File: config.mk
export PLATFORM = sky130hd
export DESIGN_NAME = mars_ctrl
export DESIGN_NICKNAME = d
export VERILOG_FILES = /design/src/design/mars_pkg.sv /design/src/design/mars_ctrl.sv
export SDC_FILE = /design/constraint.sdc
export NUM_CORES = 1
export LEC_CHECK = 0
export BUFFER_PORTS_ARGS = -buffer_cell sky130_fd_sc_hd__buf_2
export CAP_MARGIN = 10
export CELL_PAD_IN_SITES_DETAIL_PLACEMENT = 0
export CELL_PAD_IN_SITES_GLOBAL_PLACEMENT = 1
export CORE_ASPECT_RATIO = 2
export CORE_MARGIN = 2
export CORE_UTILIZATION = 29
export CTS_CLUSTER_DIAMETER = 100
export CTS_CLUSTER_SIZE = 40
export DETAILED_ROUTE_END_ITERATION = 10
export GPL_TIMING_DRIVEN = 0
export MAX_ROUTING_LAYER = met4
export PLACE_DENSITY_LB_ADDON = 0.05
export SETUP_SLACK_MARGIN = 0.02
export SLEW_MARGIN = 20
export SYNTH_ARGS = -nofsm -noshare
export SYNTH_HDL_FRONTEND = slang
export SYNTH_SLANG_ARGS = --single-unit
File: constraint.sdc
create_clock -name clock -period 4.9 [get_ports clock]
set_input_delay 0.735 -clock clock [delete_from_list [all_inputs] [get_ports clock]]
set_output_delay 0.735 -clock clock [all_outputs]
set_load 0.01 [all_outputs]
File: src/design/mars_pkg.sv
// shared types, constants and helpers of the reaction step engine
`timescale 1ns / 1ps
package mars_pkg;

   localparam int SPECIES_MAX = 64;
   localparam int RXN_MAX     = 256;
   localparam int SPEC_AW     = $clog2(SPECIES_MAX);
   localparam int RXN_AW      = $clog2(RXN_MAX);
   localparam int CNT_W       = RXN_AW + 1;
   localparam logic [2:0] UPD_LAST = 3'd5;

   typedef enum logic [2:0] {
      OP_LOAD_SPECIES  = 3'd0,
      OP_LOAD_REACTION = 3'd1,
      OP_STEP          = 3'd2,
      OP_READ          = 3'd3,
      OP_RESTART       = 3'd4
   } op_type;

   typedef enum logic [1:0] {
      CSR_TIME_STEP      = 2'd0,
      CSR_SPECIES_COUNT  = 2'd1,
      CSR_REACTION_COUNT = 2'd2,
      CSR_STEP_LIMIT     = 2'd3
   } csr_type;

   typedef enum logic [5:0] {
      S_IDLE, S_DISP, S_LD_SP, S_LD_RX, S_RD_ADDR, S_RD_DATA,
      S_RS_INIT, S_RS_CHK, S_RS_CP,
      S_SP_INIT, S_SP_CHK, S_SP_RD, S_SP_ADD, S_SP_M1, S_SP_M2, S_SP_M3, S_SP_M4,
      S_SP_WR, S_SP_END,
      S_RX_CHK, S_RX_RD, S_RX_RB, S_RX_RP, S_RX_LP,
      S_F1, S_F2, S_F3, S_F4, S_F5, S_F6, S_F7,
      S_B1, S_B2, S_B3, S_B4,
      S_UP_RD, S_UP_WR, S_RX_NEXT, S_RX_END,
      S_PK_CHK, S_PK_CMP, S_FIN
   } state_type;

   typedef enum logic [5:0] {
      C_IDLE, C_NOP, C_LD_SP, C_LD_RX, C_RD_ADDR, C_RD_DATA,
      C_RS_INIT, C_RS_CHK, C_RS_CP,
      C_SP_INIT, C_SP_CHK, C_SP_RD, C_SP_ADD, C_SP_M1, C_SP_WR, C_SP_END,
      C_M_LO_DT, C_M_HI, C_M_SUM, C_M_LO_FWD,
      C_RX_CHK, C_RX_RD, C_RX_RB, C_RX_RP, C_RX_LP, C_RX_FCAP, C_RX_BCAP,
      C_UP_RD, C_UP_WR, C_RX_NEXT, C_RX_END,
      C_PK_CHK, C_PK_CMP, C_FIN
   } cmd_type;

   typedef struct packed {
      op_type      op;
      logic [7:0]  slot;
      logic [31:0] start_level;
      logic [31:0] birth_rate;
      logic [31:0] decay_rate;
      logic        is_source;
      logic [5:0]  first_reactant;
      logic [5:0]  second_reactant;
      logic [5:0]  product_slot;
      logic [31:0] forward_rate;
      logic [31:0] backward_rate;
   } req_type;

   typedef struct packed {
      logic        finished;
      logic        saturated;
      logic [5:0]  peak_species;
      logic [31:0] peak_level;
      logic [31:0] ticks_done;
      logic [31:0] level_read;
   } rsp_type;

   typedef struct packed {
      op_type op;
      logic   finished;
      logic   cnt_lt_ns;
      logic   cnt_lt_nr;
      logic   cnt_lt_max;
      logic   upd_last;
      logic   tick_sat;
      logic   out_free;
   } status_type;

   // {overflow, saturated sum}
   function automatic logic [32:0] sat_add(input logic [31:0] a, input logic [31:0] b);
      logic [32:0] s;
      s = {1'b0, a} + {1'b0, b};
      return s[32] ? {1'b1, 32'hFFFF_FFFF} : s;
   endfunction

   function automatic logic [31:0] sub_clamp(input logic [31:0] v, input logic [47:0] amt);
      return (amt >= {16'b0, v}) ? 32'd0 : (v - amt[31:0]);
   endfunction

endpackage

File: src/design/mars_ctrl.sv
// sequencer that walks species, reactions and the peak scan
`timescale 1ns / 1ps
module mars_ctrl (
   input  logic                 clock,
   input  logic                 reset,
   input  logic                 req_tvalid,
   input  mars_pkg::status_type status,
   output logic                 req_tready,
   output mars_pkg::cmd_type    cmd
);
   import mars_pkg::*;

   state_type state_ff, state_in;

   always_comb begin
      state_in = state_ff;
      unique case (state_ff)
         S_IDLE:    if (req_tvalid) state_in = S_DISP;
         S_DISP: begin
            unique case (status.op)
               OP_LOAD_SPECIES:  state_in = S_LD_SP;
               OP_LOAD_REACTION: state_in = S_LD_RX;
               OP_STEP:          state_in = status.finished ? S_FIN : S_SP_INIT;
               OP_READ:          state_in = S_RD_ADDR;
               OP_RESTART:       state_in = S_RS_INIT;
               default:          state_in = S_FIN;
            endcase
         end
         S_LD_SP, S_LD_RX, S_RD_DATA: state_in = S_FIN;
         S_RD_ADDR: state_in = S_RD_DATA;
         S_RS_INIT: state_in = S_RS_CHK;
         S_RS_CHK:  state_in = status.cnt_lt_max ? S_RS_CP : S_FIN;
         S_RS_CP:   state_in = S_RS_CHK;
         S_SP_INIT: state_in = S_SP_CHK;
         S_SP_CHK:  state_in = status.cnt_lt_ns ? S_SP_RD : S_SP_END;
         S_SP_RD:   state_in = S_SP_ADD;
         S_SP_ADD:  state_in = S_SP_M1;
         S_SP_M1:   state_in = S_SP_M2;
         S_SP_M2:   state_in = S_SP_M3;
         S_SP_M3:   state_in = S_SP_M4;
         S_SP_M4:   state_in = S_SP_WR;
         S_SP_WR:   state_in = S_SP_CHK;
         S_SP_END:  state_in = S_RX_CHK;
         S_RX_CHK:  state_in = status.cnt_lt_nr ? S_RX_RD : S_RX_END;
         S_RX_RD:   state_in = S_RX_RB;
         S_RX_RB:   state_in = S_RX_RP;
         S_RX_RP:   state_in = S_RX_LP;
         S_RX_LP:   state_in = S_F1;
         S_F1:      state_in = S_F2;
         S_F2:      state_in = S_F3;
         S_F3:      state_in = S_F4;
         S_F4:      state_in = S_F5;
         S_F5:      state_in = S_F6;
         S_F6:      state_in = S_F7;
         S_F7:      state_in = S_B1;
         S_B1:      state_in = S_B2;
         S_B2:      state_in = S_B3;
         S_B3:      state_in = S_B4;
         S_B4:      state_in = S_UP_RD;
         S_UP_RD:   state_in = S_UP_WR;
         S_UP_WR:   state_in = status.upd_last ? S_RX_NEXT : S_UP_RD;
         S_RX_NEXT: state_in = S_RX_CHK;
         S_RX_END:  state_in = status.tick_sat ? S_FIN : S_PK_CHK;
         S_PK_CHK:  state_in = status.cnt_lt_ns ? S_PK_CMP : S_FIN;
         S_PK_CMP:  state_in = S_PK_CHK;
         S_FIN:     if (status.out_free) state_in = S_IDLE;
         default:   state_in = S_IDLE;
      endcase
   end

   always_comb begin
      req_tready = (state_ff == S_IDLE);
      unique case (state_ff)
         S_IDLE:    cmd = C_IDLE;
         S_LD_SP:   cmd = C_LD_SP;
         S_LD_RX:   cmd = C_LD_RX;
         S_RD_ADDR: cmd = C_RD_ADDR;
         S_RD_DATA: cmd = C_RD_DATA;
         S_RS_INIT: cmd = C_RS_INIT;
         S_RS_CHK:  cmd = C_RS_CHK;
         S_RS_CP:   cmd = C_RS_CP;
         S_SP_INIT: cmd = C_SP_INIT;
         S_SP_CHK:  cmd = C_SP_CHK;
         S_SP_RD:   cmd = C_SP_RD;
         S_SP_ADD:  cmd = C_SP_ADD;
         S_SP_M1:   cmd = C_SP_M1;
         S_SP_M2, S_F1, S_B1: cmd = C_M_LO_DT;
         S_SP_M3, S_F2, S_F5, S_B2: cmd = C_M_HI;
         S_SP_M4, S_F3, S_F6, S_B3: cmd = C_M_SUM;
         S_F4:      cmd = C_M_LO_FWD;
         S_SP_WR:   cmd = C_SP_WR;
         S_SP_END:  cmd = C_SP_END;
         S_RX_CHK:  cmd = C_RX_CHK;
         S_RX_RD:   cmd = C_RX_RD;
         S_RX_RB:   cmd = C_RX_RB;
         S_RX_RP:   cmd = C_RX_RP;
         S_RX_LP:   cmd = C_RX_LP;
         S_F7:      cmd = C_RX_FCAP;
         S_B4:      cmd = C_RX_BCAP;
         S_UP_RD:   cmd = C_UP_RD;
         S_UP_WR:   cmd = C_UP_WR;
         S_RX_NEXT: cmd = C_RX_NEXT;
         S_RX_END:  cmd = C_RX_END;
         S_PK_CHK:  cmd = C_PK_CHK;
         S_PK_CMP:  cmd = C_PK_CMP;
         S_FIN:     cmd = C_FIN;
         default:   cmd = C_NOP;
      endcase
   end

   always_ff @(posedge clock) begin
      if (reset) begin
         state_ff <= S_IDLE;
      end else begin
         state_ff <= state_in;
      end
   end
endmodule
==> flow_summary.json <==
{
  "holdWs_ns": 0.881,
  "crit_required_ns": 5.06,
  "nFillCells": 604,
  "finalNetCount": 259,
  "end_kind": "flip-flop",
  "initial_core_util_pct": 30.2,
  "clockRootBuffer": "clkbuf_8",
  "critPathKind": "reg -> reg",
  "die_w_um": 56.0,
  "tritoncts": "yes",
  "antenna_found_initial": 0,
  "critPathBufInv": 5,
  "area_growth_pct": 14.2,
  "whs_path_depth": 3,
  "h-tree-depth": 1,
  "cap_violations": 0,
  "synth_ff_type": "dfxtp_1",
  "r2r-start": "state_ff[2]",
  "r2r_slack_ns": 0.94,
  "synthArstFlopShare_pct": 0,
  "timing.hold.worst_endpoint": "cmd[4]",
  "grt_pass1_vias": 1853,
  "worstRegToRegCells": 14,
  "setup_tns_ns": 0,
  "max_freq_ghz": 0.253,
  "drtIter0Drc": 50,
  "gp_congestion": 0.868,
  "clkLatencyLatePin_ns": 0.26,
  "die-area_mm2": 0.00605,
  "ys_warn_count": 0,
  "fin_util_pct": 34.5,
  "drtAntennaViolNets": 0,
  "grt_overflow": 0,
  "post-route-drc-count": 0,
  "vdd_drop_max_uv": 334,
  "hold_path_class": "in -> reg",
  "cts.path.max_buffers": 2,
  "num_antenna_cells": 0,
  "grt_pass1_wl_um": 9440,
  "ios": 20,
  "crit_path_start_kind": "flip-flop",
  "postCtsHoldBufs": 0,
  "numCtsBuffers": 3,
  "num_vias": 1796,
  "syn_inst": 218,
  "critPathTopFamily": "simple AND/OR/NAND/NOR gates",
  "hpwl_um": 4870,
  "wire_per_inst_um": 20.1,
  "totalWireLength_um": 6000,
  "syn_avg_cell_area_um2": 7.19,
  "finalSetupViolations": 0,
  "io_buffers": 19,
  "core_mm2": 0.00518,
  "powerDensity_mw_per_mm2": 754,
  "grt_usage_pct": 20.8,
  "max_stage_delay_ns": 0.53,
  "worst_slew_pin_slew_ns": 1.04,
  "post_cts_buffers": 0,
  "outcome": "completed",
  "fp.dieH_um": 108,
  "clkSinkCount": 12,
  "vias_per_cell": 6.01,
  "worstPathCellList": "buf_6 -> buf_2 -> clkbuf_1 -> nand2_1 -> a31oi_1 -> nor3_1 -> nor4b_4 -> or2_2 -> clkbuf_1 -> inv_1 -> ha_1 -> and3_1 -> or4b_1 -> a221oi_2",
  "path_common_cell": "clkbuf_1",
  "period_needed_ns": 3.96,
  "rows": 37,
  "cts_resized": 0,
  "drive_gt1_share_pct": 20.7,
  "grt_max_degree": 11,
  "path_clk_slew_ns": 0.06,
  "slew_headroom_pct": 30.2,
  "hold_viol_final": 0,
  "synth_enable_flop_cells": 0,
  "synth_nets": 235,
  "drt_pass1_iterations": 4,
  "skew_ns": 0.0113,
  "p_leak_nw": 0.722,
  "synth.distinct_cells": 59,
  "syn_area_mm2": 0.00157,
  "rsz0062_at_grt": "no",
  "timing.hold.worst.start": "reset",
  "crit_path_top_delay_cell": "nor4b_4",
  "timing.rr.end": "cmd[1]",
  "min_period_over_period_pct": 80.8,
  "seq_area_frac_synth_pct": 15.3,
  "final_max_slew_viol_count": 0,
  "cp_data_arrival_time_ns": 4.12,
  "power.total_mw": 1.35,
  "ys_seq_elements": 12,
  "path_max_fanout": 10
}
flip-flops by register name, summed over array words and instances (netlist names):
register / flops
state_ff: 6
cmd: 6
kinds of logic after synthesis:
family	synth area share, %
XOR/XNOR	0.559
AND/OR/NAND/NOR	39.5
flip-flops	15.3
AO/OA/AOI/OAI	29.4
adder cells (fa/ha/maj)	3.19
multiplexers	2.79
buffers and inverters	9.18
cell usage after synthesis, drive strengths merged (2+ instances only):
master / instances / share of area [%]
clkbuf: 12 / 2.9
o31ai: 3 / 1.4
nor2b: 4 / 1.6
inv: 11 / 2.6
a221oi: 3 / 2.1
dfxtp: 12 / 15
nand2: 9 / 2.2
nor4b: 2 / 2.1
nor4: 6 / 2.4
a21oi: 13 / 4.1
nand2b: 6 / 2.9
or4b: 3 / 1.9
o21bai: 2 / 0.96
or3: 5 / 2.0
and3: 6 / 2.4
nand3: 7 / 2.2
or2: 6 / 2.4
buf: 9 / 3.7
ha: 4 / 3.2
a211o: 2 / 1.1
o22ai: 3 / 1.2
mux2: 3 / 2.2
a31oi: 10 / 4.0
nor3: 14 / 4.5
o21ai: 9 / 2.9
nand4: 2 / 0.80
or4: 3 / 1.9
nor3b: 3 / 1.4
o2bb2ai: 3 / 2.1
nor2: 12 / 2.9
o211ai: 4 / 1.9
nand3b: 2 / 0.96
a211oi: 4 / 1.9
and3b: 4 / 2.2
metrics by stage:
stage          area [µm²]  setup slack, ns  std cells
2_1_floorplan        1570             1.60        218
3_3_place_gp         1740            0.838        295
3_5_place_dp         1740            0.943        295
4_1_cts              1790            0.908        299
5_1_grt              1790            0.621        299
6_report             1790            0.942        299
power breakdown:
part           leakage (nW)  switching [mW]  internal [mW]
combinational         0.594           0.660          0.414
clock                0.0288          0.0422         0.0712
sequential           0.0991          0.0245          0.138
total                 0.722           0.727          0.623
worst max-delay path by stage:
stage                 from  endpoint  slack (ns)  cells past startpoint
2_1_floorplan    status[2]    cmd[1]        1.60                     10
3_3_place_gp   state_ff[2]    cmd[1]        0.84                     14
3_5_place_dp   state_ff[2]    cmd[1]        0.94                     14
4_1_cts        state_ff[2]    cmd[1]        0.91                     14
5_1_grt        state_ff[1]    cmd[1]        0.62                     14
6_report       state_ff[2]    cmd[1]        0.94                     14
area by class of cell:
class / count / area [µm²] / share of cell area (%)
multi-input cells: 174 / 1180 / 66.1
flip-flops and latches: 12 / 240 / 13.4
plain buffers: 21 / 103 / 5.73
repair buffers: 19 / 95.1 / 5.31
well taps: 58 / 72.6 / 4.05
clock buffers: 4 / 55.1 / 3.07
inverters: 11 / 41.3 / 2.31
worst register-to-register path, stage by stage (launching register included):
cell and delay [ns]:
dfxtp_1 0.32, buf_6 0.13, buf_2 0.23, clkbuf_1 0.42
nand2_1 0.19, a31oi_1 0.21, nor3_1 0.09, nor4b_4 0.53
or2_2 0.21, clkbuf_1 0.22, inv_1 0.11, ha_1 0.31
and3_1 0.15, or4b_1 0.49, a221oi_2 0.25
placed cells by master, fill, tap and decap left out, types with 3 or more instances in the layout:
master     n
a211oi_1   4
a21oi_1   13
a31oi_1   10
and3_1     6
and3b_1    4
buf_2     26
clkbuf_1  12
clkbuf_8   4
dfxtp_1   12
ha_1       4
inv_1     11
mux2_2     3
nand2_1    9
nand2b_1   5
nand3_1    7
nor2_1    12
nor2b_1    4
nor3_1    14
nor3b_1    3
nor4_1     6
o211ai_1   4
o21ai_0    9
o22ai_1    3
o31ai_1    3
or2_2      5
or3_1      5
per-layer routing:
metal	GRT usage [%]	share of wire [%]	wire, µm	vias up
met4	13.6	6.4	386	0
met5	-	0	0	-
met3	1.32	2.8	170	23
li1	-	-	-	875
met2	41.0	57	3430	45
met1	18.3	33	2010	853
No activity file was read; power rests on OpenSTA's default activity.
